===== config.mk =====
export PLATFORM = sky130hd
export DESIGN_NAME = magic_sync_request_deframer
export DESIGN_NICKNAME = d
export VERILOG_FILES = /design/src/design/msrd_pkg.sv /design/src/design/msrd_core.sv /design/src/design/magic_sync_request_deframer.sv
export SDC_FILE = /design/constraint.sdc
export NUM_CORES = 1
export LEC_CHECK = 0
export BUFFER_PORTS_ARGS = -buffer_cell sky130_fd_sc_hd__buf_2
export CAP_MARGIN = 20
export CORE_MARGIN = 3
export CORE_UTILIZATION = 25
export CTS_CLUSTER_DIAMETER = 150
export DETAILED_ROUTE_END_ITERATION = 10
export PLACE_DENSITY = 0.41
export SLEW_MARGIN = 0
export SYNTH_ARGS = -nofsm -noshare
export SYNTH_HDL_FRONTEND = slang
export SYNTH_SLANG_ARGS = --single-unit

===== constraint.sdc =====
create_clock -name clk -period 20.4 [get_ports clk]
set_input_delay 3.06 -clock clk [delete_from_list [all_inputs] [get_ports clk]]
set_output_delay 3.06 -clock clk [all_outputs]
set_load 0.005 [all_outputs]

===== src/design/msrd_pkg.sv =====
package msrd_pkg;

  // Phase of the deframer, one-hot.
  typedef enum logic [3:0] {
    PH_HUNT = 4'b0001,
    PH_HEAD = 4'b0010,
    PH_PATH = 4'b0100,
    PH_BODY = 4'b1000
  } phase_t;

  // Result kinds.
  localparam logic [1:0] KIND_PAYLOAD = 2'd0;
  localparam logic [1:0] KIND_DONE    = 2'd1;
  localparam logic [1:0] KIND_REJECT  = 2'd2;
  localparam logic [1:0] KIND_ABORT   = 2'd3;

  // Request classes.
  localparam logic [1:0] REQ_POST    = 2'd0;
  localparam logic [1:0] REQ_GET     = 2'd1;
  localparam logic [1:0] REQ_STATUS  = 2'd2;
  localparam logic [1:0] REQ_UNKNOWN = 2'd3;

  // Method bytes.
  localparam logic [7:0] METHOD_POST   = 8'h50;
  localparam logic [7:0] METHOD_GET    = 8'h47;
  localparam logic [7:0] METHOD_STATUS = 8'h49;

  // Input operations.
  localparam logic OP_BYTE = 1'b0;
  localparam logic OP_TICK = 1'b1;

  // Configuration register indexes.
  localparam logic [1:0] REG_MAGIC    = 2'd0;
  localparam logic [1:0] REG_MAX_PATH = 2'd1;
  localparam logic [1:0] REG_MAX_BODY = 2'd2;
  localparam logic [1:0] REG_TIMEOUT  = 2'd3;

  // Register reset values.
  localparam logic [31:0] MAGIC_RESET    = 32'h4C52_5131;
  localparam logic [15:0] MAX_PATH_RESET = 16'd512;
  localparam logic [31:0] MAX_BODY_RESET = 32'd60000;
  localparam logic [15:0] TIMEOUT_RESET  = 16'd3000;

  localparam int unsigned HDR_LAST = 6;
  localparam int unsigned OUT_DATA_W = 72;

  typedef struct packed {
    logic        path_empty;
    logic [31:0] body_length;
    logic [15:0] path_length;
    logic [7:0]  method_byte;
    logic [1:0]  request;
    logic        frame_end;
    logic [7:0]  payload;
    logic        in_body;
    logic [1:0]  kind;
  } result_t;

  function automatic logic [1:0] classify(input logic [7:0] m);
    logic [1:0] r;
    begin
      case (m)
        METHOD_POST:   r = REQ_POST;
        METHOD_GET:    r = REQ_GET;
        METHOD_STATUS: r = REQ_STATUS;
        default:       r = REQ_UNKNOWN;
      endcase
      return r;
    end
  endfunction

endpackage


===== src/design/msrd_core.sv =====
module msrd_core (
  input  logic                clk,
  input  logic                rst_n,
  input  logic                cfg_we,
  input  logic [1:0]          cfg_index,
  input  logic [31:0]         cfg_wdata,
  input  logic                step_en,
  input  logic                op,
  input  logic [7:0]          rx_byte,
  output logic                res_valid,
  output msrd_pkg::result_t   res
);
  import msrd_pkg::*;

  logic [31:0] magic_r, body_limit_r;
  logic [15:0] path_limit_r, timeout_r;

  phase_t      phase_r, phase_nxt;
  logic [31:0] window_r, window_nxt;
  logic [2:0]  hcount_r, hcount_nxt;
  logic [7:0]  method_r, method_nxt;
  logic [15:0] plen_r, plen_nxt;
  logic [31:0] blen_r, blen_nxt;
  logic [31:0] left_r, left_nxt;
  logic [15:0] time_r, time_nxt;
  logic [31:0] shifted;
  logic [31:0] left_dec;

  always_ff @(posedge clk) begin
    if (!rst_n) begin
      magic_r      <= MAGIC_RESET;
      path_limit_r <= MAX_PATH_RESET;
      body_limit_r <= MAX_BODY_RESET;
      timeout_r    <= TIMEOUT_RESET;
    end else if (cfg_we) begin
      unique case (cfg_index)
        REG_MAGIC:    magic_r      <= cfg_wdata;
        REG_MAX_PATH: path_limit_r <= cfg_wdata[15:0];
        REG_MAX_BODY: body_limit_r <= cfg_wdata;
        REG_TIMEOUT:  timeout_r    <= cfg_wdata[15:0];
        default:      ;
      endcase
    end
  end

  always_comb begin
    phase_nxt  = phase_r;
    window_nxt = window_r;
    hcount_nxt = hcount_r;
    method_nxt = method_r;
    plen_nxt   = plen_r;
    blen_nxt   = blen_r;
    left_nxt   = left_r;
    time_nxt   = time_r;
    res_valid  = 1'b0;
    res        = '0;
    shifted    = {window_r[23:0], rx_byte};
    left_dec   = (left_r != 32'd0) ? left_r - 32'd1 : left_r;

    if (op == OP_TICK) begin
      if (phase_r != PH_HUNT) begin
        if (time_r > 16'd1) begin
          time_nxt = time_r - 16'd1;
        end else begin
          time_nxt   = '0;
          phase_nxt  = PH_HUNT;
          window_nxt = '0;
          res_valid  = 1'b1;
          res.kind   = KIND_ABORT;
        end
      end
    end else begin
      unique case (phase_r)
        PH_HUNT: begin
          window_nxt = shifted;
          if (shifted == magic_r) begin
            window_nxt = '0;
            phase_nxt  = PH_HEAD;
            hcount_nxt = '0;
            method_nxt = '0;
            plen_nxt   = '0;
            blen_nxt   = '0;
            left_nxt   = '0;
            time_nxt   = timeout_r;
          end
        end
        PH_HEAD: begin
          if (hcount_r == 3'd0) begin
            method_nxt = rx_byte;
          end else if (hcount_r <= 3'd2) begin
            plen_nxt = {plen_r[7:0], rx_byte};
          end else begin
            blen_nxt = {blen_r[23:0], rx_byte};
          end
          hcount_nxt = hcount_r + 3'd1;
          if (hcount_r == 3'(HDR_LAST)) begin
            hcount_nxt      = '0;
            res.request     = classify(method_nxt);
            res.method_byte = method_nxt;
            res.path_length = plen_nxt;
            res.body_length = blen_nxt;
            res.path_empty  = (plen_nxt == 16'd0);
            if (plen_nxt > path_limit_r || blen_nxt > body_limit_r) begin
              phase_nxt = PH_HUNT;
              res_valid = 1'b1;
              res.kind  = KIND_REJECT;
            end else if (plen_nxt != 16'd0) begin
              phase_nxt = PH_PATH;
              left_nxt  = {16'd0, plen_nxt};
            end else if (blen_nxt != 32'd0) begin
              phase_nxt = PH_BODY;
              left_nxt  = blen_nxt;
            end else begin
              phase_nxt     = PH_HUNT;
              res_valid     = 1'b1;
              res.kind      = KIND_DONE;
              res.frame_end = 1'b1;
            end
          end
        end
        PH_PATH, PH_BODY: begin
          res_valid       = 1'b1;
          res.kind        = KIND_PAYLOAD;
          res.in_body     = (phase_r == PH_BODY);
          res.payload     = rx_byte;
          res.request     = classify(method_r);
          res.method_byte = method_r;
          res.path_length = plen_r;
          res.body_length = blen_r;
          res.path_empty  = (plen_r == 16'd0);
          left_nxt        = left_dec;
          if (left_dec == 32'd0) begin
            if (phase_r == PH_PATH && blen_r != 32'd0) begin
              phase_nxt = PH_BODY;
              left_nxt  = blen_r;
            end else begin
              phase_nxt     = PH_HUNT;
              res.frame_end = 1'b1;
            end
          end
        end
        default: begin
          phase_nxt = PH_HUNT;
        end
      endcase
    end

    if (!step_en) begin
      res_valid = 1'b0;
    end
  end

  always_ff @(posedge clk) begin
    if (!rst_n) begin
      phase_r  <= PH_HUNT;
      window_r <= '0;
      hcount_r <= '0;
      method_r <= '0;
      plen_r   <= '0;
      blen_r   <= '0;
      left_r   <= '0;
      time_r   <= '0;
    end else if (step_en) begin
      phase_r  <= phase_nxt;
      window_r <= window_nxt;
      hcount_r <= hcount_nxt;
      method_r <= method_nxt;
      plen_r   <= plen_nxt;
      blen_r   <= blen_nxt;
      left_r   <= left_nxt;
      time_r   <= time_nxt;
    end
  end

`ifndef SYNTHESIS
  // An abort only ever comes from a tick.
  a_abort_on_tick: assert property (@(posedge clk) disable iff (!rst_n)
    (res_valid && res.kind == KIND_ABORT) |-> (op == OP_TICK))
    else $error("abort result without a tick");

  // The header counter is clear whenever payload bytes are being forwarded.
  a_hcount_phase: assert property (@(posedge clk) disable iff (!rst_n)
    (hcount_r != 3'd0) |-> (phase_r != PH_PATH && phase_r != PH_BODY))
    else $error("header count nonzero in a payload phase");

  // Leaving the payload phases always closes the frame.
  a_payload_end: assert property (@(posedge clk) disable iff (!rst_n)
    (step_en && op == OP_BYTE && (phase_r == PH_PATH || phase_r == PH_BODY)
     && phase_nxt == PH_HUNT) |-> (res_valid && res.frame_end))
    else $error("payload phase left without frame end");
`endif

endmodule


===== src/design/magic_sync_request_deframer.sv =====
// Magic-sync request deframer.
// The in_ channel carries one word per received serial byte or millisecond
// tick: in_tdata holds the byte, in_tuser is 1 for a tick. The block hunts for
// the configured magic word, collects a seven-byte header (method, 16-bit path
// length, 32-bit body length, big endian), then forwards path and body bytes.
// The out_ channel carries at most one result per input word: out_tuser is the
// result kind (payload, header-only done, reject, timeout abort), out_tlast
// marks the word that closes an accepted frame, and out_tdata carries the
// payload byte plus the decoded header fields.
// A result is registered at the edge that accepts its input word. The block
// accepts one word every cycle while in_tready is high; all work for a word is
// one pass of compare and count logic ahead of the result register.
// When the receiver stalls, one further result is held in a skid stage and
// in_tready drops only while that stage is full.
// Reset restores the default register values (sync word "LRQ1", path limit
// 512, body limit 60000, timeout 3000 ticks) and returns to hunting with an
// empty window. The cfg_ port writes one register per cycle at cfg_we.
module magic_sync_request_deframer (
  input  logic                                  clk,
  input  logic                                  rst_n,
  input  logic                                  cfg_we,
  input  logic [1:0]                            cfg_index,
  input  logic [31:0]                           cfg_wdata,
  input  logic                                  in_tvalid,
  output logic                                  in_tready,
  input  logic [7:0]                            in_tdata,   // rx_byte
  input  logic                                  in_tuser,   // operation
  output logic                                  out_tvalid,
  input  logic                                  out_tready,
  // in_body, payload, request, method_byte, path_length, body_length,
  // path_empty, zero fill
  output logic [msrd_pkg::OUT_DATA_W-1:0]       out_tdata,
  output logic [1:0]                            out_tuser,  // kind
  output logic                                  out_tlast   // frame_end
);
  import msrd_pkg::*;

  logic    accept;
  logic    res_valid;
  result_t res;
  logic    pop;

  logic    out_valid_r;
  result_t out_r;
  logic    skid_valid_r;
  result_t skid_r;

  assign in_tready = !skid_valid_r;
  assign accept    = in_tvalid && in_tready;
  assign pop       = out_valid_r && out_tready;

  msrd_core u_core (
    .clk       (clk),
    .rst_n     (rst_n),
    .cfg_we    (cfg_we),
    .cfg_index (cfg_index),
    .cfg_wdata (cfg_wdata),
    .step_en   (accept),
    .op        (in_tuser),
    .rx_byte   (in_tdata),
    .res_valid (res_valid),
    .res       (res)
  );

  always_ff @(posedge clk) begin
    if (!rst_n) begin
      out_valid_r  <= 1'b0;
      skid_valid_r <= 1'b0;
    end else if (skid_valid_r) begin
      if (pop) begin
        out_valid_r  <= 1'b1;
        skid_valid_r <= 1'b0;
      end
    end else if (out_valid_r && !pop) begin
      if (res_valid) begin
        skid_valid_r <= 1'b1;
      end
    end else begin
      out_valid_r <= res_valid;
    end
  end

  always_ff @(posedge clk) begin
    if (skid_valid_r) begin
      if (pop) begin
        out_r <= skid_r;
      end
    end else if (out_valid_r && !pop) begin
      if (res_valid) begin
        skid_r <= res;
      end
    end else if (res_valid) begin
      out_r <= res;
    end
  end

  assign out_tvalid = out_valid_r;
  assign out_tuser  = out_r.kind;
  assign out_tlast  = out_r.frame_end;
  assign out_tdata  = {4'd0, out_r.path_empty, out_r.body_length, out_r.path_length,
                       out_r.method_byte, out_r.request, out_r.payload, out_r.in_body};

`ifndef SYNTHESIS
  // The skid stage only fills behind a full output register.
  a_skid_behind_out: assert property (@(posedge clk) disable iff (!rst_n)
    skid_valid_r |-> out_valid_r)
    else $error("skid stage full while output register empty");

  // A pop with the skid stage full moves it forward and frees it.
  a_skid_drain: assert property (@(posedge clk) disable iff (!rst_n)
    (skid_valid_r && pop) |=> (!skid_valid_r && out_valid_r))
    else $error("skid stage not drained on pop");

  // A held result stays unchanged until the receiver takes it.
  a_out_hold: assert property (@(posedge clk) disable iff (!rst_n)
    (out_valid_r && !out_tready) |=> (out_valid_r && $stable(out_r)))
    else $error("output word changed while stalled");
`endif

endmodule

==> qor.yml <==
status: "completed"
tns_ns: 0
final_antenna_net_count: 0
initial_core_util_pct: 25.4
worstPathArrival_ns: 6.60
cts-root-buf: "clkbuf_16"
path_clk_slew_ns: 0.06
grt_pass1_vias: 15900
layout_min_cycle_time_ns: 6.40
syn_inst: 2115
worst_slack_ns: 14.00
io_pins: 125
cts_resized: 0
cp-start-kind: "primary input"
cpMostUsedCell: "nor2_1"
drive_above_1_share_pct: 14.3
timing_worst_slew_pin_value_ns: 1.07
grt_pass1_wl_um: 105000
synth.cell_area_um2: 19100
avgViaCountPerCell: 5.18
firstDrtPassIters: 6
leakage_nw: 8.19
die_w_um: 282
holdBufCountCts: 0
num_antenna_cells: 0
cts_buffers: 45
path_cells: "buf_2 > mux2_2 > ha_1 > nand4_1 > nor2_1 > nor4bb_1 > a211oi_1 > a211o_1 > nor2_1 > o211ai_1 > a21oi_1 > nor3b_2 > buf_4"
cts_htree_levels: 2
cts.sinks: 375
drv_cap: 0
ir_drop_v: 0.0000497
slew_headroom_pct: 28.6
cp.required_ns: 20.60
synth-seq-area-share_pct: 46.8
rows: 100
area_growth_syn_to_layout_pct: 15.8
wl_per_cell_um: 22.1
drc: 0
wl_um: 69900
dp_slack_ns: 13.41
num_vias: 16400
critPathMaxStageDelay_ns: 0.52
avgSynthCellArea_um2: 9.02
antenna_found_initial: 3
finalHoldViolCount: 0
setup_viol: 0
powerDensity_nw_per_um2: 76.0
nets: 2262
post-cts-setup-buffer-count: 0
worst_path_max_delay_cell: "a21oi_1"
grt_max_degree: 107
cts_max_path_buffers: 3
fp.dieH_um: 282
place_area_um2: 20600
clk_latency_ns: 0.58
cp_max_fo: 71
timing.fmax_ghz: 0.156
rsz0062_at_grt: "no"
place_congestion: 0.880
dpl.hpwl_um: 49800
grt_use_total_pct: 17.3
core_um2: 74900
ys_ff_latch: 375
synthDistinctLibCells: 78
die_area_um2: 79600
worst-path-buf-inv: 2
hp-class: "reg -> reg"
fin_crit_sh_pct: 31.4
drtIter0Drc: 1320
stdcell_area_um2: 22100
synth-main-ff-cell: "dfxtp_1"
worst_clock_skew_ns: 0.0230
synthArstFlopShare_pct: 0
drv_slew: 0
portBuffers: 120
end_kind: "flop"
cts_tree: "yes"
yosys_warnings: 0
crit_family: "compound AO/OA/AOI/OAI gates"
synth_edf_count: 142
overflow: 0
crit_type: "in -> reg"
==> logic make-up (layout without fill, tap and decap cells) <==
group,Yosys count,in the layout,share of synthesized area (%)
xor+xnor,55,55,2.53
fa+ha+maj,52,52,3.41
buf+inv,220,298,4.52
compound gates,524,524,18.7
simple gates,813,813,19.6
other cells,1,4,0.0197
mux,75,75,4.37
flops,375,375,46.8
==> layout by cell type (no fill, tap or decap), types with 7 or more instances in the layout <==
cell,netlist,final
nor4_1,38,38
nand2b_1,10,10
a211oi_1,9,9
or3_1,19,19
and3_1,16,16
a22oi_1,140,140
inv_1,68,67
nand2_1,300,300
clkbuf_1,134,10
clkinv_2,0,7
o211ai_1,18,18
buf_4,5,28
a31oi_1,14,14
a21oi_1,146,144
o21ai_0,55,54
and2_1,17,16
o31ai_1,60,59
or4_1,13,13
edfxtp_1,142,142
nor3_1,40,39
nand3_1,44,44
mux2i_1,9,9
xor2_1,40,40
clkbuf_16,0,46
nand4_1,24,24
a221o_1,15,15
dfxtp_1,233,232
ha_1,52,52
nor2b_1,7,7
a311oi_1,7,7
xnor2_1,15,15
mux2_2,66,66
o22ai_1,7,7
buf_2,2,121
nor2_1,242,239
==> cells in the mapped netlist, types with 14 or more instances <==
library cell / instances / area, um2
nand2_1: 300 / 1130
nor2_1: 242 / 908
dfxtp_1: 233 / 4660
a21oi_1: 146 / 731
edfxtp_1: 142 / 4260
a22oi_1: 140 / 1050
clkbuf_1: 134 / 503
inv_1: 68 / 255
mux2_2: 66 / 743
o31ai_1: 60 / 450
o21ai_0: 55 / 275
ha_1: 52 / 651
nand3_1: 44 / 220
nor3_1: 40 / 200
xor2_1: 40 / 350
nor4_1: 38 / 238
nand4_1: 24 / 150
or3_1: 19 / 119
o211ai_1: 18 / 135
and2_1: 17 / 106
and3_1: 16 / 100
a221o_1: 15 / 150
xnor2_1: 15 / 131
a31oi_1: 14 / 87.6
==> worst min-delay path, stage by stage, from the launching register on <==
cell and delay, ns:
dfxtp_1 0.31, nand2_1 0.05, a21oi_1 0.05
==> path summary, 6_finish.rpt <==
path | startpoint | endpoint | slack (ns) | depth (start not counted)
max | in_tdata[6] | skid_r[63]$_DFFE_PP_ | 14.00 | 13
min | u_core.timeout_r[13]$_SDFFE_PN0P_ | u_core.timeout_r[13]$_SDFFE_PN0P_ | 0.45 | 2
max reg2reg | u_core.hcount_r[1]$_SDFFE_PN0P_ | skid_r[60]$_DFFE_PP_ | 15.04 | 14
min reg2reg | u_core.timeout_r[13]$_SDFFE_PN0P_ | u_core.timeout_r[13]$_SDFFE_PN0P_ | 0.45 | 2
==> area by class of cell <==
| class | instances | area [um2] |
|---|---|---|
| inverter | 68 | 258 |
| multi-input combinational | 1523 | 9370 |
| sequential | 375 | 8930 |
| tap | 969 | 1210 |
| timing repair buffer | 149 | 816 |
| fill | 7929 | 52900 |
| clock buffer | 59 | 1230 |
| clock inverter | 22 | 267 |
==> through the flow <==
stage / utilization (%) / total power [W] / hold slack (ns) / instances
after global placement: 27.4 / 0.000863 / 0.443 / 3082
after CTS: 29.4 / 0.00171 / 0.453 / 3163
after floorplan: - / 0.000835 / 0.432 / 2118
final: 29.5 / 0.00168 / 0.453 / 3165
after global routing: 29.5 / 0.00174 / 0.471 / 3165
after detailed placement: 27.4 / 0.000864 / 0.445 / 3082
==> sequential cells by signal (all words and copies together), names as in the netlist <==
signal / count
out_tdata: 68
out_tlast: 1
out_tuser: 2
out_tvalid: 1
skid_r: 71
skid_valid_r: 1
u_core.blen_r: 32
u_core.body_limit_r: 32
u_core.hcount_r: 3
u_core.left_r: 32
u_core.magic_r: 32
u_core.method_r: 8
u_core.path_limit_r: 16
u_core.phase_r: 4
u_core.plen_r: 16
u_core.time_r: 16
u_core.timeout_r: 16
u_core.window_r: 24
==> report_power, final <==
part	leakage, nW	switching (W)	internal (W)	total [W]
combinational	4.16	0.0000455	0.0000179	0.0000634
clock	0.730	0.000332	0.000499	0.000831
sequential	3.30	0.00000476	0.000779	0.000784
==> layer usage <==
metal | track usage (%) | vias up | wire length, um
met4 | 5.65 | 0 | 2090
li1 | - | 7831 | -
met5 | 0 | - | 0
met1 | 25.2 | 7940 | 33600
met3 | 2.95 | 108 | 4200
met2 | 25.9 | 524 | 30000
No activity file was read; power rests on OpenSTA's default activity.
